--- src/hdl/kmcd_pkg.sv ---
`timescale 1ns / 1ps
// ----------------------------------------------------------------------------
// kmcd_pkg
// Shared types and constants of the key matrix column debounce unit.
// ----------------------------------------------------------------------------
package kmcd_pkg;

    localparam int COL_W  = 3;
    localparam int PIN_W  = 8;
    localparam int TIME_W = 32;
    localparam int CFG_W  = 16;

    localparam logic [CFG_W-1:0] DEBOUNCE_RESET = 16'd5;

    typedef struct packed {
        logic [COL_W-1:0]  column;
        logic [PIN_W-1:0]  row_levels;
        logic [TIME_W-1:0] now_ms;
    } sample_t;

    typedef struct packed {
        logic [COL_W-1:0] column_out;
        logic [PIN_W-1:0] pressed;
        logic [PIN_W-1:0] changed;
    } result_t;

endpackage

--- src/hdl/kmcd_state_mem.sv ---
`timescale 1ns / 1ps
// ----------------------------------------------------------------------------
// kmcd_state_mem
// Per-column key state memory: one row per column, registered read, write
// forwarding onto a same-row read, and row valid bits so that rows never
// written since reset read as zero.
// ----------------------------------------------------------------------------
module kmcd_state_mem
    import kmcd_pkg::*;
#(
    parameter int DEPTH = 8,
    parameter int AW    = 3,
    parameter int DW    = 272
)
(
    input  logic          clk,
    input  logic          rst_n,
    input  logic          rd_en,
    input  logic [AW-1:0] rd_addr,
    output logic [DW-1:0] rd_data,
    input  logic          wr_en,
    input  logic [AW-1:0] wr_addr,
    input  logic [DW-1:0] wr_data
);

    logic [DW-1:0]    mem [DEPTH];
    logic [DW-1:0]    mem_q_reg;
    logic [DW-1:0]    byp_reg;
    logic             sel_byp_reg;
    logic             hit_reg;
    logic [DEPTH-1:0] row_valid_reg;

    always_ff @(posedge clk)
    begin
        if (wr_en)
        begin
            mem[wr_addr] <= wr_data;
        end
        if (rd_en)
        begin
            mem_q_reg <= mem[rd_addr];
            byp_reg   <= wr_data;
        end
    end

    always_ff @(posedge clk or negedge rst_n)
    begin
        if (!rst_n)
        begin
            row_valid_reg <= '0;
            sel_byp_reg   <= 1'b0;
            hit_reg       <= 1'b0;
        end
        else
        begin
            if (wr_en)
            begin
                row_valid_reg[wr_addr] <= 1'b1;
            end
            if (rd_en)
            begin
                // same-row write on this edge: the array still holds the old row
                sel_byp_reg <= wr_en && (wr_addr == rd_addr);
                hit_reg     <= (wr_en && (wr_addr == rd_addr)) || row_valid_reg[rd_addr];
            end
        end
    end

    assign rd_data = !hit_reg    ? '0      :
                     sel_byp_reg ? byp_reg : mem_q_reg;

endmodule

--- src/hdl/kmcd_row_update.sv ---
`timescale 1ns / 1ps
// ----------------------------------------------------------------------------
// kmcd_row_update
// Debounce update of one column row: every key lane compares its new press
// level with the stored raw level, restamps the change time and promotes
// the level to the debounced state once it has been stable long enough.
// Row layout, high to low: stable bits, last raw bits, change times.
// ----------------------------------------------------------------------------
module kmcd_row_update
    import kmcd_pkg::*;
#(
    parameter int ROWS = 8,
    parameter int DW   = 272
)
(
    input  logic [PIN_W-1:0]  row_levels,
    input  logic [TIME_W-1:0] now_ms,
    input  logic [CFG_W-1:0]  debounce_ms,
    input  logic [DW-1:0]     row_old,
    output logic [DW-1:0]     row_new,
    output logic [PIN_W-1:0]  pressed,
    output logic [PIN_W-1:0]  changed
);

    localparam int RAW_LSB = ROWS * TIME_W;
    localparam int ST_LSB  = RAW_LSB + ROWS;

    logic [ROWS+PIN_W-1:0] press_ext;
    logic [ROWS-1:0]       raw_vec;
    logic [ROWS-1:0]       stable_new;
    logic [ROWS-1:0]       changed_vec;
    logic [ROWS+PIN_W-1:0] stable_ext;
    logic [ROWS+PIN_W-1:0] changed_ext;

    // rows past the pin field read as pressed
    assign press_ext = {{ROWS{1'b1}}, ~row_levels};
    assign raw_vec   = press_ext[ROWS-1:0];

    always_comb
    begin
        logic [TIME_W-1:0] ct;
        logic [TIME_W-1:0] elapsed;
        logic              st;
        row_new     = row_old;
        stable_new  = '0;
        changed_vec = '0;
        for (int r = 0; r < ROWS; r++)
        begin
            ct = row_old[r*TIME_W +: TIME_W];
            st = row_old[ST_LSB + r];
            if (row_old[RAW_LSB + r] != raw_vec[r])
            begin
                ct = now_ms;
            end
            elapsed = now_ms - ct;
            if ((elapsed > TIME_W'(debounce_ms)) && (st != raw_vec[r]))
            begin
                st             = raw_vec[r];
                changed_vec[r] = 1'b1;
            end
            stable_new[r]                  = st;
            row_new[r*TIME_W +: TIME_W]    = ct;
            row_new[RAW_LSB + r]           = raw_vec[r];
            row_new[ST_LSB + r]            = st;
        end
    end

    assign stable_ext  = {{PIN_W{1'b0}}, stable_new};
    assign changed_ext = {{PIN_W{1'b0}}, changed_vec};
    assign pressed     = stable_ext[PIN_W-1:0];
    assign changed     = changed_ext[PIN_W-1:0];

endmodule

--- src/hdl/key_matrix_column_debounce_unit.sv ---
`timescale 1ns / 1ps
// ----------------------------------------------------------------------------
// key_matrix_column_debounce_unit
// Per-key debounce for a scanned key matrix, one column sample per transfer.
// ----------------------------------------------------------------------------
// Input channel sample/sample_valid/sample_ready carries the column index, the
// active-low row pin levels and the millisecond time. Output channel
// result/result_valid/result_ready returns the column's debounced key states
// and the mask of keys whose debounced state changed. Columns at or beyond
// COLS leave the state alone and return zero states.
// debounce_we/debounce_wdata set the debounce time; write only while idle.
// A sample is held in the update stage registers and its result then in the
// result register, where it can be taken. One sample per cycle is sustained
// while the receiver does not stall, including repeated samples of the same
// column: the per-column row is read from a memory with a registered read on
// transfer, updated in the update stage and written back, with the written row
// forwarded to a read of the same column on that edge.
// Reset clears all key state (row valid bits) and sets the debounce time to 5.
// When the receiver stalls, the result register holds and the update stage
// holds one more sample; sample_ready then drops until the result is taken.
// ----------------------------------------------------------------------------
module key_matrix_column_debounce_unit
    import kmcd_pkg::*;
#(
    parameter int ROWS = 8,
    parameter int COLS = 8
)
(
    input  logic             clk,
    input  logic             rst_n,
    input  logic             sample_valid,
    output logic             sample_ready,
    input  sample_t          sample,
    output logic             result_valid,
    input  logic             result_ready,
    output result_t          result,
    input  logic             debounce_we,
    input  logic [CFG_W-1:0] debounce_wdata
);

    localparam int AW = (COLS > 1) ? $clog2(COLS) : 1;
    localparam int EW = ROWS * (TIME_W + 2);

    logic             accept;
    logic             advance;
    logic             in_range;
    logic [CFG_W-1:0] debounce_reg;
    logic             s1_valid_reg;
    logic             s1_in_range_reg;
    sample_t          s1_sample_reg;
    logic             result_valid_reg;
    result_t          result_reg;
    result_t          result_next;
    logic [EW-1:0]    row_old;
    logic [EW-1:0]    row_new;
    logic [PIN_W-1:0] upd_pressed;
    logic [PIN_W-1:0] upd_changed;
    logic             wr_en;

    assign advance      = !result_valid_reg || result_ready;
    assign sample_ready = !s1_valid_reg || advance;
    assign accept       = sample_valid && sample_ready;
    assign in_range     = 32'(sample.column) < 32'(COLS);
    assign wr_en        = s1_valid_reg && s1_in_range_reg && advance;

    kmcd_state_mem #(
        .DEPTH (COLS),
        .AW    (AW),
        .DW    (EW)
    ) u_mem (
        .clk     (clk),
        .rst_n   (rst_n),
        .rd_en   (accept && in_range),
        .rd_addr (AW'(sample.column)),
        .rd_data (row_old),
        .wr_en   (wr_en),
        .wr_addr (AW'(s1_sample_reg.column)),
        .wr_data (row_new)
    );

    kmcd_row_update #(
        .ROWS (ROWS),
        .DW   (EW)
    ) u_update (
        .row_levels  (s1_sample_reg.row_levels),
        .now_ms      (s1_sample_reg.now_ms),
        .debounce_ms (debounce_reg),
        .row_old     (row_old),
        .row_new     (row_new),
        .pressed     (upd_pressed),
        .changed     (upd_changed)
    );

    always_comb
    begin
        result_next.column_out = s1_sample_reg.column;
        result_next.pressed    = s1_in_range_reg ? upd_pressed : '0;
        result_next.changed    = s1_in_range_reg ? upd_changed : '0;
    end

    always_ff @(posedge clk or negedge rst_n)
    begin
        if (!rst_n)
        begin
            debounce_reg     <= DEBOUNCE_RESET;
            s1_valid_reg     <= 1'b0;
            result_valid_reg <= 1'b0;
        end
        else
        begin
            if (debounce_we)
            begin
                debounce_reg <= debounce_wdata;
            end
            if (sample_ready)
            begin
                s1_valid_reg <= sample_valid;
            end
            if (advance)
            begin
                result_valid_reg <= s1_valid_reg;
            end
        end
    end

    always_ff @(posedge clk)
    begin
        if (accept)
        begin
            s1_sample_reg   <= sample;
            s1_in_range_reg <= in_range;
        end
        if (advance && s1_valid_reg)
        begin
            result_reg <= result_next;
        end
    end

    assign result_valid = result_valid_reg;
    assign result       = result_reg;

endmodule

--- config.mk ---
export PLATFORM = sky130hd
export DESIGN_NAME = key_matrix_column_debounce_unit
export DESIGN_NICKNAME = d
export VERILOG_FILES = /design/src/hdl/kmcd_pkg.sv /design/src/hdl/kmcd_state_mem.sv /design/src/hdl/kmcd_row_update.sv /design/src/hdl/key_matrix_column_debounce_unit.sv
export SDC_FILE = /design/constraint.sdc
export NUM_CORES = 2
export LEC_CHECK = 0
export BUFFER_PORTS_ARGS = -buffer_cell sky130_fd_sc_hd__buf_2
export CORE_UTILIZATION = 50
export DETAILED_ROUTE_END_ITERATION = 10
export GPL_ROUTABILITY_DRIVEN = 0
export PLACE_DENSITY = 0.62
export SETUP_SLACK_MARGIN = 0.1
export SLEW_MARGIN = 20
export SYNTH_ARGS = -nofsm -noshare
export SYNTH_HDL_FRONTEND = slang
export SYNTH_SLANG_ARGS = --single-unit
export TNS_END_PERCENT = 1
--- constraint.sdc ---
create_clock -name clk -period 40 [get_ports clk]
set_input_delay 4 -clock clk [delete_from_list [all_inputs] [get_ports clk]]
set_output_delay 4 -clock clk [all_outputs]
set_load 0.02 [all_outputs]
==> flow_metrics.env <==
export IMPL_total_leakage_power_nw=49.24
export IMPL_syn_num_nets=8569
export IMPL_dr_max_layer_used="met5"
export IMPL_largest_register_ff_count=2176
export IMPL_floorplan_rows=185
export IMPL_dpl_instance_area_sq_um=133400
export IMPL_totalNegativeSetupSlack_ns=0
export IMPL_metal2_wl_mm=170.5
export IMPL_routedWlPerCell_microns=30.77
export IMPL_cts_tree="done"
export IMPL_setup_violation_total_in_the_final_timing_report=0
export IMPL_timing_reg2reg_setup_slack_ns=28.83
export IMPL_hold_path_class="reg -> reg"
export IMPL_fillerInstances=19800
export IMPL_groute_usage_overall_pct=28.23
export IMPL_crit_end="u_mem.mem[4][271]$_DFFE_PP_"
export IMPL_vias=75990
export IMPL_critical_path_required_ns=40.61
export IMPL_crit_start="u_mem.sel_byp_reg$_DFFE_PN0P_"
export IMPL_ctsHoldBuffers=0
export IMPL_cell_area_after_technology_mapping_sq_um=128700
export IMPL_path_class="reg -> reg"
export IMPL_r2r_start="u_mem.sel_byp_reg$_DFFE_PN0P_"
export IMPL_detailedRoute_firstPassIterationCount=9
export IMPL_stdcell_area_sq_um=143000
export IMPL_worstSkewPairLatency_ns=0.93
export IMPL_max_stage_delay_ns=0.78
export IMPL_wl_mm=366.7
export IMPL_area_share_of_the_largest_cell_type_after_synthesis_pct=64.89
export IMPL_wl_met1_mm=150.4
export IMPL_worstReg2RegEnd="u_mem.mem[4][271]$_DFFE_PP_"
export IMPL_number_of_buffers_inserted_during_clock_tree_synthesis=304
export IMPL_area_growth_syn_to_layout_pct=11.09
export IMPL_cts_resized_gates=0
export IMPL_synthTopCellsByArea="sky130_fd_sc_hd__edfxtp_1, sky130_fd_sc_hd__mux4_2, sky130_fd_sc_hd__mux2_2"
export IMPL_ioPinCount=85
export IMPL_flop_and_latch_count_out_of_synthesis=2810
export IMPL_design_die_area_sq_um=259500
export IMPL_cts_htree_levels=5
export IMPL_cts_root_buf="sky130_fd_sc_hd__clkbuf_16"
export IMPL_core_footprint_sq_um=255100
export IMPL_post_drt_via_cell_ratio=6.376
export IMPL_finalNetCount=8735
export IMPL_post_cts_setup_buffers=0
export IMPL_maxCapViolCount=0
export IMPL_dp_hpwl_mm=224.6
export IMPL_seq_area_frac_synth_pct=65.44
export IMPL_worstSetupEndpointType="flip-flop"
export IMPL_post_synth_inst_count=8145
export IMPL_top_fanout_value_on_the_critical_path=46
export IMPL_drive_gt1_share_pct=21.93
export IMPL_clockBufferDepth=4
export IMPL_synthesis_area_per_instance_sq_um=15.81
export IMPL_placed_cells_incl_taps=11370
export IMPL_maxSlewViolCount=0
export IMPL_drtAntennaViolNets=0
export IMPL_wl_met3_mm=27.35
export IMPL_clkTransAtPathRegs_ns=0.06
export IMPL_timing_critical_path_slowest_stage_cell="sky130_fd_sc_hd__xnor2_1"
export IMPL_final_setup_skew_ns=0.07956
export IMPL_finalHoldViolations=0
export IMPL_synth_edf_count=2782
export IMPL_grt_start_max_net_pins=142
export IMPL_tritoncts_num_sinks=2810
export IMPL_grt_overflow=0
export IMPL_p_per_area_nw_per_um2=57.05
export IMPL_synth_flop_cell="sky130_fd_sc_hd__edfxtp_1"
export IMPL_worst_slew_pin_transition_ns=1.291
export IMPL_fin_crit_ns=11.17
export IMPL_worst_slew_margin_rel_pct=13.95
export IMPL_finish_utilization_pct=56.06
export IMPL_synth_distinct_cells=107
export IMPL_floorplan_die_height_microns=509.4
export IMPL_first_iter_violations=8784
export IMPL_final_period_utilization_pct=27.92
export IMPL_synthArstFlopShare_pct=0.9964
export IMPL_vdd_ir_drop_worst_uv=39.19
export IMPL_first_global_vias=74750
export IMPL_grt_pass1_wl_mm=528.6
export IMPL_synthDominantAreaCellType="sky130_fd_sc_hd__edfxtp_1"
export IMPL_post_layout_nonfiller_instances=11920
export IMPL_rsz_0062_raised_after_global_routing="false"
export IMPL_synthesis_yosys_warnings=0
export IMPL_post_route_drc_count=0
export IMPL_startpoint_class="flip-flop"
export IMPL_numPortBuffers=84
export IMPL_cp_arrival_ns=11.78
export IMPL_status="finished clean"
export IMPL_floorplan_initialDensity_pct=50.47
export IMPL_reg2regPathDepth=32
export IMPL_timing_fmax_ghz=0.08955
export IMPL_chipWidth_microns=509.4
export IMPL_antenna_found_initial=9
[worst max-delay path, delay by kind of cell (launching register included)]
family | cells | cell delay [ns]
and+or+nand+nor | 14 | 3.00
buffers and inverters | 4 | 2.39
AOI/OAI and AO/OA | 7 | 1.57
adders and majority gates | 3 | 1.14
muxes | 2 | 1.02
xor gates and xnor gates | 2 | 0.93
DFF | 1 | 0.58
[layout by cell type, fill, tap and decap left out, types with 28 or more instances in the layout]
cell type	Yosys	layout
sky130_fd_sc_hd__a211oi_1	44	43
sky130_fd_sc_hd__a21o_1	118	118
sky130_fd_sc_hd__a21oi_1	305	305
sky130_fd_sc_hd__a31oi_1	49	49
sky130_fd_sc_hd__and2_1	35	35
sky130_fd_sc_hd__and3_1	36	36
sky130_fd_sc_hd__buf_2	13	81
sky130_fd_sc_hd__buf_4	21	173
sky130_fd_sc_hd__clkbuf_1	278	60
sky130_fd_sc_hd__clkbuf_16	0	306
sky130_fd_sc_hd__clkinv_1	2	62
sky130_fd_sc_hd__clkinv_2	0	53
sky130_fd_sc_hd__edfxtp_1	2782	2782
sky130_fd_sc_hd__ha_1	352	352
sky130_fd_sc_hd__inv_1	319	318
sky130_fd_sc_hd__mux2_2	533	533
sky130_fd_sc_hd__mux2i_1	45	45
sky130_fd_sc_hd__mux4_2	546	546
sky130_fd_sc_hd__nand2_1	731	731
sky130_fd_sc_hd__nand2b_1	42	42
sky130_fd_sc_hd__nand3_1	90	90
sky130_fd_sc_hd__nand4_1	86	86
sky130_fd_sc_hd__nor2_1	240	233
sky130_fd_sc_hd__nor2b_1	47	47
sky130_fd_sc_hd__nor3_1	67	63
sky130_fd_sc_hd__o211ai_1	31	31
sky130_fd_sc_hd__o21a_1	219	219
sky130_fd_sc_hd__o21ai_0	277	253
sky130_fd_sc_hd__o21bai_1	28	28
sky130_fd_sc_hd__xnor2_1	137	136
sky130_fd_sc_hd__xor2_1	51	51
[metal layers]
layer	up-vias	global-route usage, %
met5	-	0
met4	4	12.85
met3	698	4.264
met2	3392	44.57
met1	39480	38.90
li1	32420	-
[layout make-up]
cell class | count | area (sq um) | area share, %
multi-input combinational | 4598 | 41700 | 29.16
tap | 3366 | 4212 | 2.945
sequential | 2810 | 84250 | 58.91
clock inverter | 174 | 1630 | 1.140
antenna | 6 | 15.01 | 0.01050
timing repair buffer | 273 | 2069 | 1.447
inverter | 324 | 1224 | 0.8557
clock buffer | 368 | 7910 | 5.531
[Yosys cell counts (all sizes together) (13+ instances only)]
library cell / count
a2111oi: 15
a211oi: 45
a21boi: 14
a21o: 118
a21oi: 306
a31oi: 50
a32oi: 13
a41oi: 14
and2: 37
and3: 36
buf: 131
clkbuf: 282
dfrtp: 26
edfxtp: 2782
ha: 352
inv: 322
maj3: 21
mux2: 539
mux2i: 46
mux4: 546
nand2: 732
nand2b: 42
nand3: 90
nand4: 86
nor2: 240
nor2b: 47
nor3: 67
nor4: 27
o2111ai: 16
o211ai: 31
o21a: 219
o21ai: 281
o21bai: 28
o22ai: 23
o311ai: 13
o31ai: 30
or2: 26
or3: 22
xnor2: 138
xor2: 51
[per-stage QoR]
step / power [mW] / worst slack, ns / hold WS (ns)
after floorplan: 4.887 / 7.958 / 0.4337
after global placement: 5.425 / 29.25 / 0.4471
after detailed placement: 5.465 / 29.08 / 0.4512
after CTS: 8.165 / 29.08 / 0.4654
after global routing: 8.454 / 28.21 / 0.4841
final: 8.159 / 28.83 / 0.4618
[power breakdown]
| group | switching [mW] | leakage [nW] | total [mW] | internal, mW |
|---|---|---|---|---|
| logic | 1.24 | 18.6 | 1.86 | 0.622 |
| clock network | 1.17 | 4.63 | 2.71 | 1.54 |
| registers | 0.0415 | 26.0 | 3.59 | 3.55 |
[kinds of logic after synthesis]
| kind of cell | synth area share (%) |
|---|---|
| AO/OA/AOI/OAI | 7.264 |
| XOR/XNOR | 1.292 |
| adder cells (fa/ha/maj) | 3.709 |
| buffers and inverters | 2.265 |
| flip-flops | 65.44 |
| multiplexers | 14.64 |
| AND/OR/NAND/NOR | 5.388 |
[how the worst min path moves through the flow]
stage,startpoint,endpoint,depth (start not counted)
floorplan,u_mem.row_valid_reg[2]$_DFFE_PN0P_,u_mem.row_valid_reg[2]$_DFFE_PN0P_,1
global placement,u_mem.row_valid_reg[5]$_DFFE_PN0P_,u_mem.row_valid_reg[5]$_DFFE_PN0P_,1
detailed placement,u_mem.row_valid_reg[2]$_DFFE_PN0P_,u_mem.row_valid_reg[2]$_DFFE_PN0P_,1
CTS,u_mem.row_valid_reg[2]$_DFFE_PN0P_,u_mem.row_valid_reg[2]$_DFFE_PN0P_,1
global route,u_mem.row_valid_reg[6]$_DFFE_PN0P_,u_mem.row_valid_reg[6]$_DFFE_PN0P_,1
finish,u_mem.row_valid_reg[2]$_DFFE_PN0P_,u_mem.row_valid_reg[2]$_DFFE_PN0P_,1
(Power assumes the default switching activity.)
